<file path="src/design/hpt_pkg.sv">
// ----------------------------------------------------------------------------
// Heartbeat peer table package
// Shared widths, codes and reset values of the peer table block.
// ----------------------------------------------------------------------------
package hpt_pkg;

	localparam int DEFAULT_SLOTS = 16;
	localparam int RES_CAP       = 16;
	localparam int ADDR_W        = 5;

	typedef enum logic [1:0] {
		MODE_HEARTBEAT = 2'd0,
		MODE_MESSAGE   = 2'd1,
		MODE_AGE       = 2'd2,
		MODE_SEND      = 2'd3
	} mode_t;

	typedef enum logic [2:0] {
		KIND_ACK      = 3'd0,
		KIND_DETECTED = 3'd1,
		KIND_FORWARD  = 3'd2,
		KIND_LOST     = 3'd3,
		KIND_SEND_TO  = 3'd4,
		KIND_FULL     = 3'd5
	} kind_t;

	typedef enum logic [2:0] {
		REG_BASE_X    = 3'd0,
		REG_BASE_Y    = 3'd1,
		REG_BASE_Z    = 3'd2,
		REG_MIN_LEVEL = 3'd3,
		REG_EXPIRY    = 3'd4
	} reg_idx_t;

	localparam logic signed [17:0] MIN_LEVEL_RESET = -18'sd120;
	localparam logic [15:0]        EXPIRY_RESET    = 16'd2000;

endpackage

</file>
<file path="src/design/hpt_in_if.sv">
// ----------------------------------------------------------------------------
// Peer table input channel
// Valid/ready channel that carries one input item.
// ----------------------------------------------------------------------------
interface hpt_in_if;
	logic               valid;
	logic               ready;
	logic [1:0]         mode;
	logic [63:0]        station_key;
	logic signed [15:0] peer_x;
	logic signed [15:0] peer_y;
	logic signed [15:0] peer_z;
	logic [31:0]        peer_ip;
	logic [15:0]        peer_port;
	logic [31:0]        now_ms;
	logic [15:0]        target_id;

	modport source (output valid, mode, station_key, peer_x, peer_y, peer_z, peer_ip,
		peer_port, now_ms, target_id, input ready);
	modport sink (input valid, mode, station_key, peer_x, peer_y, peer_z, peer_ip,
		peer_port, now_ms, target_id, output ready);
endinterface

</file>
<file path="src/design/hpt_out_if.sv">
// ----------------------------------------------------------------------------
// Peer table result channel
// Valid/ready channel that carries one result item.
// ----------------------------------------------------------------------------
interface hpt_out_if;
	logic               valid;
	logic               ready;
	logic [2:0]         kind;
	logic [15:0]        peer_id;
	logic signed [17:0] level;
	logic [31:0]        dest_ip;
	logic [15:0]        dest_port;
	logic               last;

	modport source (output valid, kind, peer_id, level, dest_ip, dest_port, last,
		input ready);
	modport sink (input valid, kind, peer_id, level, dest_ip, dest_port, last,
		output ready);
endinterface

</file>
<file path="src/design/heartbeat_peer_table_with_aging_unit.sv">
// A heartbeat runs the shared squarer, the bit-serial square root and a key search of one slot
// per cycle; a message or single send runs the key search only. An aging tick or broadcast
// makes one selection pass over the slot table per result, and a last pass that ends the item.
// One item is in work at a time; a result waits in the output register. Reset (arst_n low,
// asynchronous) clears all slot valid bits, the id counter, the state, the output valid flag and the configuration.
// ----------------------------------------------------------------------------
// Heartbeat peer table with aging
// Keeps a peer table keyed by station id, answers heartbeats, ages entries
// and resolves send requests, one sequenced step per cycle while no result waits for the output register.
// ----------------------------------------------------------------------------
module heartbeat_peer_table_with_aging_unit #(
	parameter int TABLE_SLOTS = hpt_pkg::DEFAULT_SLOTS
) (
	input  logic                        clk,
	input  logic                        arst_n,
	hpt_in_if.sink                      req,
	hpt_out_if.source                   rsp,
	input  logic                        psel,
	input  logic                        penable,
	input  logic                        pwrite,
	input  logic [hpt_pkg::ADDR_W-1:0]  paddr,
	input  logic [31:0]                 pwdata,
	output logic [31:0]                 prdata,
	output logic                        pready
);

	localparam int IDX_W = (TABLE_SLOTS > 1) ? $clog2(TABLE_SLOTS) : 1;
	localparam logic [IDX_W-1:0] LAST_IDX = IDX_W'(TABLE_SLOTS - 1);

	typedef enum logic [8:0] {
		ST_IDLE = 9'b000000001,
		ST_SQ   = 9'b000000010,
		ST_ROOT = 9'b000000100,
		ST_LVL  = 9'b000001000,
		ST_SCAN = 9'b000010000,
		ST_RES  = 9'b000100000,
		ST_DET  = 9'b001000000,
		ST_PASS = 9'b010000000,
		ST_PEND = 9'b100000000
	} state_t;

	state_t state_q;

	// Configuration
	logic signed [15:0] base_x_q, base_y_q, base_z_q;
	logic signed [17:0] min_level_q;
	logic [15:0]        expiry_q;

	// Table
	logic        slot_valid_q [TABLE_SLOTS];
	logic [63:0] slot_key_q   [TABLE_SLOTS];
	logic [15:0] slot_id_q    [TABLE_SLOTS];
	logic [31:0] slot_ip_q    [TABLE_SLOTS];
	logic [15:0] slot_port_q  [TABLE_SLOTS];
	logic [31:0] slot_seen_q  [TABLE_SLOTS];
	logic [15:0] id_counter_q;

	// Item
	hpt_pkg::mode_t     mode_q;
	logic [63:0]        key_q;
	logic signed [15:0] px_q, py_q, pz_q;
	logic [31:0]        ip_q, now_q;
	logic [15:0]        port_q, target_q;

	// Distance and root
	logic [1:0]         step_q;
	logic [34:0]        acc_q, rt_n_q, rt_res_q;
	logic [4:0]         rt_k_q;
	logic signed [17:0] level_q;

	// Scan
	logic [IDX_W-1:0] scan_i_q, hit_idx_q, free_idx_q, best_idx_q, prev_idx_q;
	logic             hit_q, free_q, best_found_q, prev_valid_q, pend_q;
	logic [15:0]      hit_id_q, hit_port_q, best_id_q, best_port_q, prev_id_q;
	logic [31:0]      hit_ip_q, best_ip_q;
	logic [15:0]      pend_id_q, pend_port_q;
	logic [31:0]      pend_ip_q;
	logic [4:0]       cnt_q;

	// Output register
	logic               ov_q, olast_q;
	hpt_pkg::kind_t     okind_q;
	logic [15:0]        oid_q, oport_q;
	logic signed [17:0] olevel_q;
	logic [31:0]        oip_q;

	assign req.ready     = (state_q == ST_IDLE);
	assign rsp.valid     = ov_q;
	assign rsp.kind      = okind_q;
	assign rsp.peer_id   = oid_q;
	assign rsp.level     = olevel_q;
	assign rsp.dest_ip   = oip_q;
	assign rsp.dest_port = oport_q;
	assign rsp.last      = olast_q;
	assign pready        = 1'b1;

	logic cfg_wr;
	assign cfg_wr = psel && penable && pwrite;

	always_comb begin
		unique case (hpt_pkg::reg_idx_t'(paddr[4:2]))
			hpt_pkg::REG_BASE_X:    prdata = 32'(unsigned'(base_x_q));
			hpt_pkg::REG_BASE_Y:    prdata = 32'(unsigned'(base_y_q));
			hpt_pkg::REG_BASE_Z:    prdata = 32'(unsigned'(base_z_q));
			hpt_pkg::REG_MIN_LEVEL: prdata = 32'(unsigned'(min_level_q));
			hpt_pkg::REG_EXPIRY:    prdata = 32'(expiry_q);
			default:                prdata = 32'd0;
		endcase
	end

	// Shared squarer: one axis difference per cycle.
	logic signed [15:0] sq_a, sq_b;
	logic signed [16:0] sq_d;
	logic signed [33:0] sq_p;
	always_comb begin
		unique case (step_q)
			2'd0:    begin sq_a = base_x_q; sq_b = px_q; end
			2'd1:    begin sq_a = base_y_q; sq_b = py_q; end
			default: begin sq_a = base_z_q; sq_b = pz_q; end
		endcase
		sq_d = {sq_a[15], sq_a} - {sq_b[15], sq_b};
		sq_p = sq_d * sq_d;
	end

	// One square root step: bit weight 4^k.
	logic [34:0] rt_bit, rt_try;
	assign rt_bit = 35'd1 << {rt_k_q, 1'b0};
	assign rt_try = rt_res_q + rt_bit;

	logic signed [17:0] lvl_c;
	assign lvl_c = (rt_res_q[16:0] == 17'd0) ? -18'sd1
		: $signed(18'(~{1'b0, rt_res_q[16:0]} + 18'd1));

	logic [15:0] new_id;
	assign new_id = (id_counter_q == 16'hFFFF) ? 16'd1 : id_counter_q + 16'd1;

	// Current slot under the scan cursor.
	logic        cur_valid, cur_expired, cur_after, cur_cand;
	logic [15:0] cur_id;
	always_comb begin
		cur_valid   = slot_valid_q[scan_i_q];
		cur_id      = slot_id_q[scan_i_q];
		cur_expired = (now_q - slot_seen_q[scan_i_q]) > {16'd0, expiry_q};
		cur_after   = !prev_valid_q || (cur_id > prev_id_q)
			|| (cur_id == prev_id_q && scan_i_q > prev_idx_q);
		cur_cand    = cur_valid && cur_after && (mode_q != hpt_pkg::MODE_AGE || cur_expired);
	end

	// Result push request.
	logic           can_push, push;
	hpt_pkg::kind_t p_kind;
	logic [15:0]    p_id, p_port;
	logic [17:0]    p_level;
	logic [31:0]    p_ip;
	logic           p_last, take;
	assign can_push = !ov_q || rsp.ready;
	assign take     = best_found_q && (cnt_q < 5'(hpt_pkg::RES_CAP));

	always_comb begin
		push    = 1'b0;
		p_kind  = hpt_pkg::KIND_ACK;
		p_id    = 16'd0;
		p_level = 18'd0;
		p_ip    = 32'd0;
		p_port  = 16'd0;
		p_last  = 1'b1;
		unique case (state_q)
			ST_RES: begin
				if (mode_q == hpt_pkg::MODE_HEARTBEAT) begin
					if (hit_q) begin
						push    = 1'b1;
						p_id    = hit_id_q;
						p_level = level_q;
						p_ip    = ip_q;
						p_port  = port_q;
					end else if (!free_q) begin
						push   = 1'b1;
						p_kind = hpt_pkg::KIND_FULL;
					end
				end else if (hit_q) begin
					push = 1'b1;
					if (mode_q == hpt_pkg::MODE_MESSAGE) begin
						p_kind = hpt_pkg::KIND_FORWARD;
						p_id   = hit_id_q;
					end else begin
						p_kind = hpt_pkg::KIND_SEND_TO;
						p_id   = target_q;
						p_ip   = hit_ip_q;
						p_port = hit_port_q;
					end
				end
			end
			ST_DET: begin
				push   = 1'b1;
				p_kind = hpt_pkg::KIND_DETECTED;
				p_id   = new_id;
				p_last = 1'b0;
			end
			ST_PEND: begin
				push   = pend_q;
				p_last = !take;
				p_id   = pend_id_q;
				if (mode_q == hpt_pkg::MODE_AGE) begin
					p_kind = hpt_pkg::KIND_LOST;
				end else begin
					p_kind = hpt_pkg::KIND_SEND_TO;
					p_ip   = pend_ip_q;
					p_port = pend_port_q;
				end
			end
			default: push = 1'b0;
		endcase
	end

	logic do_push;
	assign do_push = push && can_push;

	// Table storage, written by the sequencer.
	always_ff @(posedge clk) begin
		if (state_q == ST_DET && can_push) begin
			slot_key_q[free_idx_q] <= key_q;
			slot_id_q[free_idx_q]  <= new_id;
		end
		if (state_q == ST_RES && mode_q == hpt_pkg::MODE_HEARTBEAT && hit_q && can_push) begin
			slot_ip_q[hit_idx_q]   <= ip_q;
			slot_port_q[hit_idx_q] <= port_q;
			slot_seen_q[hit_idx_q] <= now_q;
		end
	end

	// Output payload.
	always_ff @(posedge clk) begin
		if (do_push) begin
			okind_q  <= p_kind;
			oid_q    <= p_id;
			olevel_q <= $signed(p_level);
			oip_q    <= p_ip;
			oport_q  <= p_port;
			olast_q  <= p_last;
		end
	end

	// Item and working registers.
	always_ff @(posedge clk) begin
		unique case (state_q)
			ST_IDLE: begin
				mode_q   <= hpt_pkg::mode_t'(req.mode);
				key_q    <= req.station_key;
				px_q     <= req.peer_x;
				py_q     <= req.peer_y;
				pz_q     <= req.peer_z;
				ip_q     <= req.peer_ip;
				port_q   <= req.peer_port;
				now_q    <= req.now_ms;
				target_q <= req.target_id;
				step_q   <= 2'd0;
				acc_q    <= 35'd0;
				scan_i_q <= '0;
				hit_q    <= 1'b0;
				free_q   <= 1'b0;
				best_found_q <= 1'b0;
				prev_valid_q <= 1'b0;
				pend_q   <= 1'b0;
				cnt_q    <= 5'd0;
			end
			ST_SQ: begin
				acc_q  <= acc_q + {1'b0, sq_p};
				step_q <= step_q + 2'd1;
				rt_n_q   <= acc_q + {1'b0, sq_p};
				rt_res_q <= 35'd0;
				rt_k_q   <= 5'd17;
			end
			ST_ROOT: begin
				if (rt_n_q >= rt_try) begin
					rt_n_q   <= rt_n_q - rt_try;
					rt_res_q <= (rt_res_q >> 1) + rt_bit;
				end else begin
					rt_res_q <= rt_res_q >> 1;
				end
				rt_k_q <= rt_k_q - 5'd1;
			end
			ST_LVL: begin
				level_q  <= lvl_c;
				scan_i_q <= '0;
			end
			ST_SCAN: begin
				if (cur_valid && !hit_q && (mode_q == hpt_pkg::MODE_SEND ?
						cur_id == target_q : slot_key_q[scan_i_q] == key_q)) begin
					hit_q      <= 1'b1;
					hit_idx_q  <= scan_i_q;
					hit_id_q   <= cur_id;
					hit_ip_q   <= slot_ip_q[scan_i_q];
					hit_port_q <= slot_port_q[scan_i_q];
				end
				if (!cur_valid && !free_q) begin
					free_q     <= 1'b1;
					free_idx_q <= scan_i_q;
				end
				scan_i_q <= scan_i_q + IDX_W'(1);
			end
			ST_DET: begin
				if (can_push) begin
					hit_q     <= 1'b1;
					hit_idx_q <= free_idx_q;
					hit_id_q  <= new_id;
				end
			end
			ST_PASS: begin
				// Ascending scan, so a strict compare keeps the lowest slot on equal ids.
				if (cur_cand && (!best_found_q || cur_id < best_id_q)) begin
					best_found_q <= 1'b1;
					best_idx_q   <= scan_i_q;
					best_id_q    <= cur_id;
					best_ip_q    <= slot_ip_q[scan_i_q];
					best_port_q  <= slot_port_q[scan_i_q];
				end
				scan_i_q <= scan_i_q + IDX_W'(1);
			end
			ST_PEND: begin
				if (take && (!pend_q || can_push)) begin
					pend_q       <= 1'b1;
					pend_id_q    <= best_id_q;
					pend_ip_q    <= best_ip_q;
					pend_port_q  <= best_port_q;
					cnt_q        <= cnt_q + 5'd1;
					prev_valid_q <= 1'b1;
					prev_id_q    <= best_id_q;
					prev_idx_q   <= best_idx_q;
					best_found_q <= 1'b0;
					scan_i_q     <= '0;
				end
			end
			default: ;
		endcase
	end

	// Control state.
	always_ff @(posedge clk or negedge arst_n) begin
		if (!arst_n) begin
			state_q      <= ST_IDLE;
			ov_q         <= 1'b0;
			id_counter_q <= 16'd0;
			base_x_q     <= 16'sd0;
			base_y_q     <= 16'sd0;
			base_z_q     <= 16'sd0;
			min_level_q  <= hpt_pkg::MIN_LEVEL_RESET;
			expiry_q     <= hpt_pkg::EXPIRY_RESET;
			for (int i = 0; i < TABLE_SLOTS; i++) begin
				slot_valid_q[i] <= 1'b0;
			end
		end else begin
			if (cfg_wr) begin
				unique case (hpt_pkg::reg_idx_t'(paddr[4:2]))
					hpt_pkg::REG_BASE_X:    base_x_q    <= $signed(pwdata[15:0]);
					hpt_pkg::REG_BASE_Y:    base_y_q    <= $signed(pwdata[15:0]);
					hpt_pkg::REG_BASE_Z:    base_z_q    <= $signed(pwdata[15:0]);
					hpt_pkg::REG_MIN_LEVEL: min_level_q <= $signed(pwdata[17:0]);
					hpt_pkg::REG_EXPIRY:    expiry_q    <= pwdata[15:0];
					default: ;
				endcase
			end

			if (do_push) begin
				ov_q <= 1'b1;
			end else if (rsp.ready) begin
				ov_q <= 1'b0;
			end

			unique case (state_q)
				ST_IDLE: begin
					if (req.valid) begin
						priority if (req.mode == hpt_pkg::MODE_HEARTBEAT) begin
							state_q <= ST_SQ;
						end else if (req.mode == hpt_pkg::MODE_AGE ||
								(req.mode == hpt_pkg::MODE_SEND && req.target_id == 16'd0)) begin
							state_q <= ST_PASS;
						end else begin
							state_q <= ST_SCAN;
						end
					end
				end
				ST_SQ: begin
					if (step_q == 2'd2) state_q <= ST_ROOT;
				end
				ST_ROOT: begin
					if (rt_k_q == 5'd0) state_q <= ST_LVL;
				end
				ST_LVL: begin
					state_q <= (lvl_c < min_level_q) ? ST_IDLE : ST_SCAN;
				end
				ST_SCAN: begin
					if (scan_i_q == LAST_IDX) state_q <= ST_RES;
				end
				ST_RES: begin
					if (mode_q == hpt_pkg::MODE_HEARTBEAT && !hit_q && free_q) begin
						state_q <= ST_DET;
					end else if (!push || can_push) begin
						state_q <= ST_IDLE;
					end
				end
				ST_DET: begin
					if (can_push) begin
						id_counter_q <= new_id;
						slot_valid_q[free_idx_q] <= 1'b1;
						state_q <= ST_RES;
					end
				end
				ST_PASS: begin
					if (scan_i_q == LAST_IDX) state_q <= ST_PEND;
				end
				ST_PEND: begin
					if (take) begin
						if (!pend_q || can_push) begin
							if (mode_q == hpt_pkg::MODE_AGE) begin
								slot_valid_q[best_idx_q] <= 1'b0;
							end
							state_q <= ST_PASS;
						end
					end else if (!pend_q || can_push) begin
						state_q <= ST_IDLE;
					end
				end
				default: state_q <= ST_IDLE;
			endcase
		end
	end

endmodule
</file>
<file path="src/flat_wrapper.sv">
// flat-port wrapper written by rule: the top's interface ports become plain ports
module heartbeat_peer_table_with_aging_unit_flat 
#(
	parameter int TABLE_SLOTS = hpt_pkg::DEFAULT_SLOTS
)
  (clk, arst_n, psel, penable, pwrite, paddr, pwdata, prdata, pready, req_valid, req_mode, req_station_key, req_peer_x, req_peer_y, req_peer_z, req_peer_ip, req_peer_port, req_now_ms, req_target_id, req_ready, rsp_valid, rsp_kind, rsp_peer_id, rsp_level, rsp_dest_ip, rsp_dest_port, rsp_last, rsp_ready);
  hpt_in_if req_i ();
  hpt_out_if rsp_i ();
  input  logic clk;
  input  logic arst_n;
  input  logic psel;
  input  logic penable;
  input  logic pwrite;
  input  logic [hpt_pkg::ADDR_W-1:0] paddr;
  input  logic [31:0] pwdata;
  output logic [31:0] prdata;
  output logic pready;
  input wire logic [$bits(req_i.valid)-1:0] req_valid;
  input wire logic [$bits(req_i.mode)-1:0] req_mode;
  input wire logic [$bits(req_i.station_key)-1:0] req_station_key;
  input wire logic [$bits(req_i.peer_x)-1:0] req_peer_x;
  input wire logic [$bits(req_i.peer_y)-1:0] req_peer_y;
  input wire logic [$bits(req_i.peer_z)-1:0] req_peer_z;
  input wire logic [$bits(req_i.peer_ip)-1:0] req_peer_ip;
  input wire logic [$bits(req_i.peer_port)-1:0] req_peer_port;
  input wire logic [$bits(req_i.now_ms)-1:0] req_now_ms;
  input wire logic [$bits(req_i.target_id)-1:0] req_target_id;
  output wire logic [$bits(req_i.ready)-1:0] req_ready;
  output wire logic [$bits(rsp_i.valid)-1:0] rsp_valid;
  output wire logic [$bits(rsp_i.kind)-1:0] rsp_kind;
  output wire logic [$bits(rsp_i.peer_id)-1:0] rsp_peer_id;
  output wire logic [$bits(rsp_i.level)-1:0] rsp_level;
  output wire logic [$bits(rsp_i.dest_ip)-1:0] rsp_dest_ip;
  output wire logic [$bits(rsp_i.dest_port)-1:0] rsp_dest_port;
  output wire logic [$bits(rsp_i.last)-1:0] rsp_last;
  input wire logic [$bits(rsp_i.ready)-1:0] rsp_ready;
  assign req_i.valid = req_valid;
  assign req_i.mode = req_mode;
  assign req_i.station_key = req_station_key;
  assign req_i.peer_x = req_peer_x;
  assign req_i.peer_y = req_peer_y;
  assign req_i.peer_z = req_peer_z;
  assign req_i.peer_ip = req_peer_ip;
  assign req_i.peer_port = req_peer_port;
  assign req_i.now_ms = req_now_ms;
  assign req_i.target_id = req_target_id;
  assign req_ready = req_i.ready;
  assign rsp_valid = rsp_i.valid;
  assign rsp_kind = rsp_i.kind;
  assign rsp_peer_id = rsp_i.peer_id;
  assign rsp_level = rsp_i.level;
  assign rsp_dest_ip = rsp_i.dest_ip;
  assign rsp_dest_port = rsp_i.dest_port;
  assign rsp_last = rsp_i.last;
  assign rsp_i.ready = rsp_ready;
  heartbeat_peer_table_with_aging_unit #(.TABLE_SLOTS(TABLE_SLOTS)) u_core (.clk(clk), .arst_n(arst_n), .req(req_i), .rsp(rsp_i), .psel(psel), .penable(penable), .pwrite(pwrite), .paddr(paddr), .pwdata(pwdata), .prdata(prdata), .pready(pready));
endmodule
</file>
<file path="config.mk">
export PLATFORM = sky130hd
export DESIGN_NAME = heartbeat_peer_table_with_aging_unit_flat
export DESIGN_NICKNAME = d
export VERILOG_FILES = /design/src/design/hpt_pkg.sv /design/src/design/hpt_in_if.sv /design/src/design/hpt_out_if.sv /design/src/design/heartbeat_peer_table_with_aging_unit.sv /design/src/flat_wrapper.sv
export SDC_FILE = /design/constraint.sdc
export NUM_CORES = 2
export LEC_CHECK = 0
export ABC_AREA = 1
export BUFFER_PORTS_ARGS = -buffer_cell sky130_fd_sc_hd__buf_4
export CAP_MARGIN = 20
export CORE_MARGIN = 4
export CORE_UTILIZATION = 40
export DETAILED_ROUTE_END_ITERATION = 8
export SYNTH_ARGS = -nofsm -noshare
export SYNTH_HDL_FRONTEND = slang
export SYNTH_SLANG_ARGS = --single-unit
</file>
<file path="constraint.sdc">
create_clock -name clk -period 30.7 [get_ports clk]
set_clock_uncertainty 0.15 [all_clocks]
set_input_delay 1.535 -clock clk [delete_from_list [all_inputs] [get_ports clk]]
set_output_delay 1.535 -clock clk [all_outputs]
set_load 0.03 [all_outputs]
</file>
# Yosys cells after proc, flatten, opt, wreduce, memory -nomap -nowiden
# Memories as Yosys holds them, arrays and structs flattened. A register that Yosys moved wholly into a read port is not among the register bits.
# Cells that the tools add are included.
# word_totals
memories	5
output_inout_bits	121
inputBits	254
ramBits	2560
elab_cells	320
reg_bits	771
# op_classes
n_bitwise	7
mux	101
n_shift	1
n_mul	1
n_eq_ne	41
magnitude_cmp	12
n_reduce_logical	76
addsub	12
# memory_table
name	depth	width	rd	rd_clocked_by_memory_dff	write_ports	line	text
u_core.slot_key_q	16	64	1	1	1	heartbeat_peer_table_with_aging_unit.sv:51	logic [63:0] slot_key_q [TABLE_SLOTS];
u_core.slot_ip_q	16	32	1	1	1	heartbeat_peer_table_with_aging_unit.sv:53	logic [31:0] slot_ip_q [TABLE_SLOTS];
u_core.slot_seen_q	16	32	1	1	1	heartbeat_peer_table_with_aging_unit.sv:55	logic [31:0] slot_seen_q [TABLE_SLOTS];
u_core.slot_id_q	16	16	1	1	1	heartbeat_peer_table_with_aging_unit.sv:52	logic [15:0] slot_id_q [TABLE_SLOTS];
u_core.slot_port_q	16	16	1	1	1	heartbeat_peer_table_with_aging_unit.sv:54	logic [15:0] slot_port_q [TABLE_SLOTS];
# ops
op	count
$mux 16	16
$pmux 35 s2	3
$mux 32	5
$pmux 16 s2	5
$mux 9	12
$pmux 18 s5	1
$pmux 9 s9	1
$mux 35	2
$eq 64x64->1	1
$pmux 32 s2	1
$pmux 16 s3	1
$add 34x35->35	1
$add 35x34->35	1
$add 35x35->35	1
$ge 35x35->1	1
$shl 1x6->35 const A	1
$sub 35x35->35	1
$mul 17x17->34	1
$eq 16x16->1	2
$gt 32x16->1	1
$mux 4	8
$sub 32x32->32	1
$reduce_and 2->1	14
$ne 2x1->1 const B	13
other kinds (65)	157

# Logic depth before layout (Yosys ltp)
# depth
depth_word	11
ltp_mapped	56
mapped_depth_nobuf	53

# Worst setup path before layout
# No wires, ideal clock.
# synth_path
path_kind	in2reg
from	input port rsp_ready
to	memory u_core.slot_ip_q[8][0], enable pin
path_slack_ns	20.472
path_buffers	0
arrival_time_ns	9.362
setup_time_ns	0.716
path_stages	2
cell_sequence	nor2_1 nor4_1
# synth_via
elab_chain_len	4
# synth_lines
element	line	text
start: declaration	flat_wrapper.sv:36	input wire logic [$bits(rsp_i.ready)-1:0] rsp_ready;
$logic_or 1x1->1	heartbeat_peer_table_with_aging_unit.sv:156	assign can_push = !ov_q || rsp.ready;
$logic_and 1x1->1	heartbeat_peer_table_with_aging_unit.sv:224	if (state_q == ST_RES && mode_q == hpt_pkg::MODE_HEARTBEAT && hit_q && can_push) begin
$mux 1	heartbeat_peer_table_with_aging_unit.sv:224	
$mux 1 (implied by the code)	heartbeat_peer_table_with_aging_unit.sv:225	slot_ip_q[hit_idx_q] <= ip_q;
end: declaration	heartbeat_peer_table_with_aging_unit.sv:53	
# No other way between the ends.

# Final worst setup path
# layout_path
from	register u_core.step_q[0]
to	register u_core.rt_n_q[33] (data pin)
# layout_via
elab_chain_len	6
elab_cells_between_ends	8
cone_classes	add/sub (2); mul (1); eq/ne (1); mux (3); reduce/logical (1)
# layout_lines
element	line	text
start: declaration	heartbeat_peer_table_with_aging_unit.sv:66	logic [1:0] step_q;
start signal: assignment	heartbeat_peer_table_with_aging_unit.sv:268	step_q <= step_q + 2'd1;
$eq 2x1->1 / $logic_not 2->1 (equally long branches)	heartbeat_peer_table_with_aging_unit.sv:116	unique case (step_q)
$pmux 16 s2	heartbeat_peer_table_with_aging_unit.sv:116	
$sub 16x16->17 *	heartbeat_peer_table_with_aging_unit.sv:121	sq_d = {sq_a[15], sq_a} - {sq_b[15], sq_b};
$mul 17x17->34 *	heartbeat_peer_table_with_aging_unit.sv:122	sq_p = sq_d * sq_d;
$add 35x34->35 *	heartbeat_peer_table_with_aging_unit.sv:269	rt_n_q <= acc_q + {1'b0, sq_p};
$pmux 35 s2 *	heartbeat_peer_table_with_aging_unit.sv:245	unique case (state_q)
end signal: assignment	heartbeat_peer_table_with_aging_unit.sv:269	
end signal: assignment	heartbeat_peer_table_with_aging_unit.sv:275	rt_n_q <= rt_n_q - rt_try;
end: declaration	heartbeat_peer_table_with_aging_unit.sv:67	logic [34:0] acc_q, rt_n_q, rt_res_q;
# Mark *: on every way between the ends. The rest lies on a longest branch, timed or not.
# A chain may end at the register's enable or synchronous reset.

==> results.toml <==
[sta]
finalSetupTns_ps = 0
hold_slack_ps = 249
fmax_mhz = 81.0
slew_violations = 0
rsz0062_at_grt = "no"
period_share_pct = 40.2
post-route-min-period_ps = 12350
worst_pin_slew_ps = 1220
setup_viol = 0
hold_viol = 0
slew_headroom_pct = 18.4

[grt]
antenna_found_initial = 19
grt_overflow = 0
grt_pass1_vias = 98100
grt.met3_usage_pct = 2.86
grt.busiest_layer = "met2"
grt_max_degree = 228
grt_pass1_wl_um = 632000
use_met1_pct = 29.8
globalRouteTotalUtil_pct = 21.2
grtUsageMet2_pct = 34.0

[detailed_routing]
drt_iter0_drc = 9831
vias = 103000
ant_nets = 0
drc = 0
drt_wl_total_um = 429000
via_per_inst = 5.34
routedWlPerCell_um = 22.2
dr.pass1.iters = 6

[worst_setup_path]
r2r_end = "u_core.rt_n_q[33]"
rr_worst_depth = 42
end_kind = "register"
worstSetupPathType = "register to register"
slowest_delay_ps = 1020
crit_path_frequent_cell = "o21ai_0"
critical_path.startpoint_type = "register"
crit_arrival_ps = 12830
crit_start = "u_core.step_q[0]"
cp_slowest_cell = "a21oi_1"
reg2reg_setup_slack_ps = 18350
crit_required_ps = 31170
crit_path_max_fanout = 32
rr_startpoint = "u_core.step_q[0]"

[floorplan]
core_um2 = 383000
die_x_um = 628
die_h_um = 628
io_pins = 375
die_area_um2 = 394000
initial_core_util_pct = 40.2
rows = 227

[logic_synthesis]
synth_cells = 13800
avgSynthCellArea_um2 = 11.2
ys.flop_type = "edfxtp_1"
synth_area_leader_cell = "edfxtp_1"
synthesis.area_um2 = 154000
netlist.area_leader.share_pct = 62.7
synth_area_leaders = "edfxtp_1 63%, nand2_1 7.5%, nand3_1 3.6%"
yosys.cell_types.count = 65
synth-seq-area-share_pct = 64.7
synthArstFlopShare_pct = 3.72
ys_warn_count = 0
synth_edf_count = 3207
ys_ff_latch = 3335

[flow_run]
cap_viol_max_count = 0

[clocking]
htreeDepth = 5
ctsHoldBuffers = 0
clk_transition_reported_paths_ps = 60
root_buffer = "clkbuf_16"
numClockSinks = 3335
cts_tree = "done"
post_cts_resized = 0
numCtsBuffers = 358
cts.path.max_buffers = 4
worstSkewPairLatency_ps = 940
post_cts_buffers = 0

[final_layout]
seqCellArea_um2 = 99500
multi_input_area_um2 = 47000
area_growth_pct = 12.5
drive_gt1_share_pct = 8.00
fin_nets = 14800
fill_cells = 34700

[placement]
io_buffers = 343
hpwl_um = 243000
gp_congestion = 0.909

[min_path]
hold_path_end = "u_core.pend_ip_q[0]"
hp-class = "register to register"
worstHoldStart = "u_core.best_ip_q[0]"
hold_depth = 0

[outcome]
status = "finished clean"
## cell type report
class	instances	share of cell area, %
multi-input cells	8594	27.2
clock inverters	204	1.06
flip-flops and latches	3335	57.6
inverters	1169	2.56
diodes	17	0.0246
repair buffers	527	2.47
clock buffers	447	5.48
well taps	5038	3.65
## metal layers
metal / vias up / wire length [um]
li1: 48300 / -
met1: 50700 / 187000
met2: 3465 / 199000
met3: 633 / 28600
met4: 2 / 13600
met5: - / 13
## cells by family (layout without fill, tap and decap cells)
family | count (synthesis) | in the layout | share of synthesized area [%]
AOI/OAI and AO/OA | 2069 | 2069 | 7.92
xor gates and xnor gates | 163 | 163 | 0.929
adders and majority gates | 593 | 593 | 6.16
buffers and inverters | 1838 | 2347 | 4.90
DFF | 3335 | 3335 | 64.7
muxes | 7 | 7 | 0.0456
other | 2 | 32 | 0.00489
and+or+nand+nor | 5747 | 5747 | 15.3
## per-stage QoR
step	instances	util [%]	setup WS (ps)	area, um2
after floorplan	13800	-	20470	154000
after global placement	18700	42.2	18520	161000
after detailed placement	18700	42.2	18510	161000
after CTS	19300	45.1	18470	173000
after global routing	19300	45.2	17600	173000
final	19300	45.2	18350	173000
## cell usage after synthesis, types with 6 or more instances
cell and instances:
a211oi_1 9, a22o_1 21, nor4_1 27, xor2_1 99
nor3_1 77, o21bai_1 27, a21boi_0 7, o21ai_0 1051
nand3_1 1107, o221ai_1 151, clkbuf_1 348, ha_1 320
a221o_1 8, inv_1 1157, a21o_1 17, fa_1 273
o21a_1 18, nor2_1 1351, nand2_1 3051, mux2i_1 7
edfxtp_1 3207, a22oi_1 24, a31oi_1 23, buf_1 56
buf_2 192, o31ai_1 6, o22ai_1 194, buf_4 41
dfstp_2 19, a221oi_1 16, clkinv_1 9, or2_2 38
o21ai_1 39, buf_6 32, dfrtp_1 105, xnor2_1 64
nand4_1 50, nand3b_1 31, a21oi_1 271, o211ai_1 156
## how the worst max path moves through the flow
stage	to	slack, ps
global route	u_core.rt_n_q[33]	17600
detailed placement	u_core.rt_n_q[33]	18510
global placement	u_core.rt_n_q[33]	18520
floorplan	u_core.slot_ip_q[8][0]	20470
finish	u_core.rt_n_q[33]	18350
CTS	u_core.rt_n_q[33]	18470
## registers in the layout, indices dropped and copies added, names as in the netlist, 32 cells and up, named ones only
name,cells
u_core.slot_key_q,1024
u_core.slot_ip_q,512
u_core.slot_seen_q,512
u_core.slot_id_q,256
u_core.slot_port_q,256
u_core.key_q,64
u_core.acc_q,35
u_core.rt_n_q,35
u_core.rt_res_q,35
u_core.best_ip_q,32
u_core.hit_ip_q,32
u_core.ip_q,32
u_core.now_q,32
u_core.pend_ip_q,32
u_core.rsp.dest_ip,32
## cell usage in the layout, fill, tap and decap left out, types with 64 or more instances in the layout
| cell type | count |
|---|---|
| xnor2_1 | 64 |
| inv_1 | 1153 |
| buf_4 | 501 |
| nand2_1 | 3049 |
| xor2_1 | 98 |
| ha_1 | 318 |
| o22ai_1 | 194 |
| nand3_1 | 1106 |
| clkbuf_1 | 79 |
| o211ai_1 | 156 |
| clkinv_1 | 96 |
| o221ai_1 | 151 |
| clkbuf_16 | 365 |
| dfrtp_1 | 105 |
| fa_1 | 273 |
| nor2_1 | 1329 |
| a21oi_1 | 270 |
| edfxtp_1 | 3207 |
| o21ai_0 | 1050 |
## worst max-delay path, delay by kind of cell (launching register included)
family                     cells  cell delay [ps]
xor gates and xnor gates       2              610
DFF                            1              410
and+or+nand+nor                8             1560
AOI/OAI and AO/OA             14             3410
buffers and inverters          8             1330
adders and majority gates     10             4530
Power is left out: the tool's default activity adds up to more than one toggle a clock period on the data nets, which glitch-free logic cannot reach.
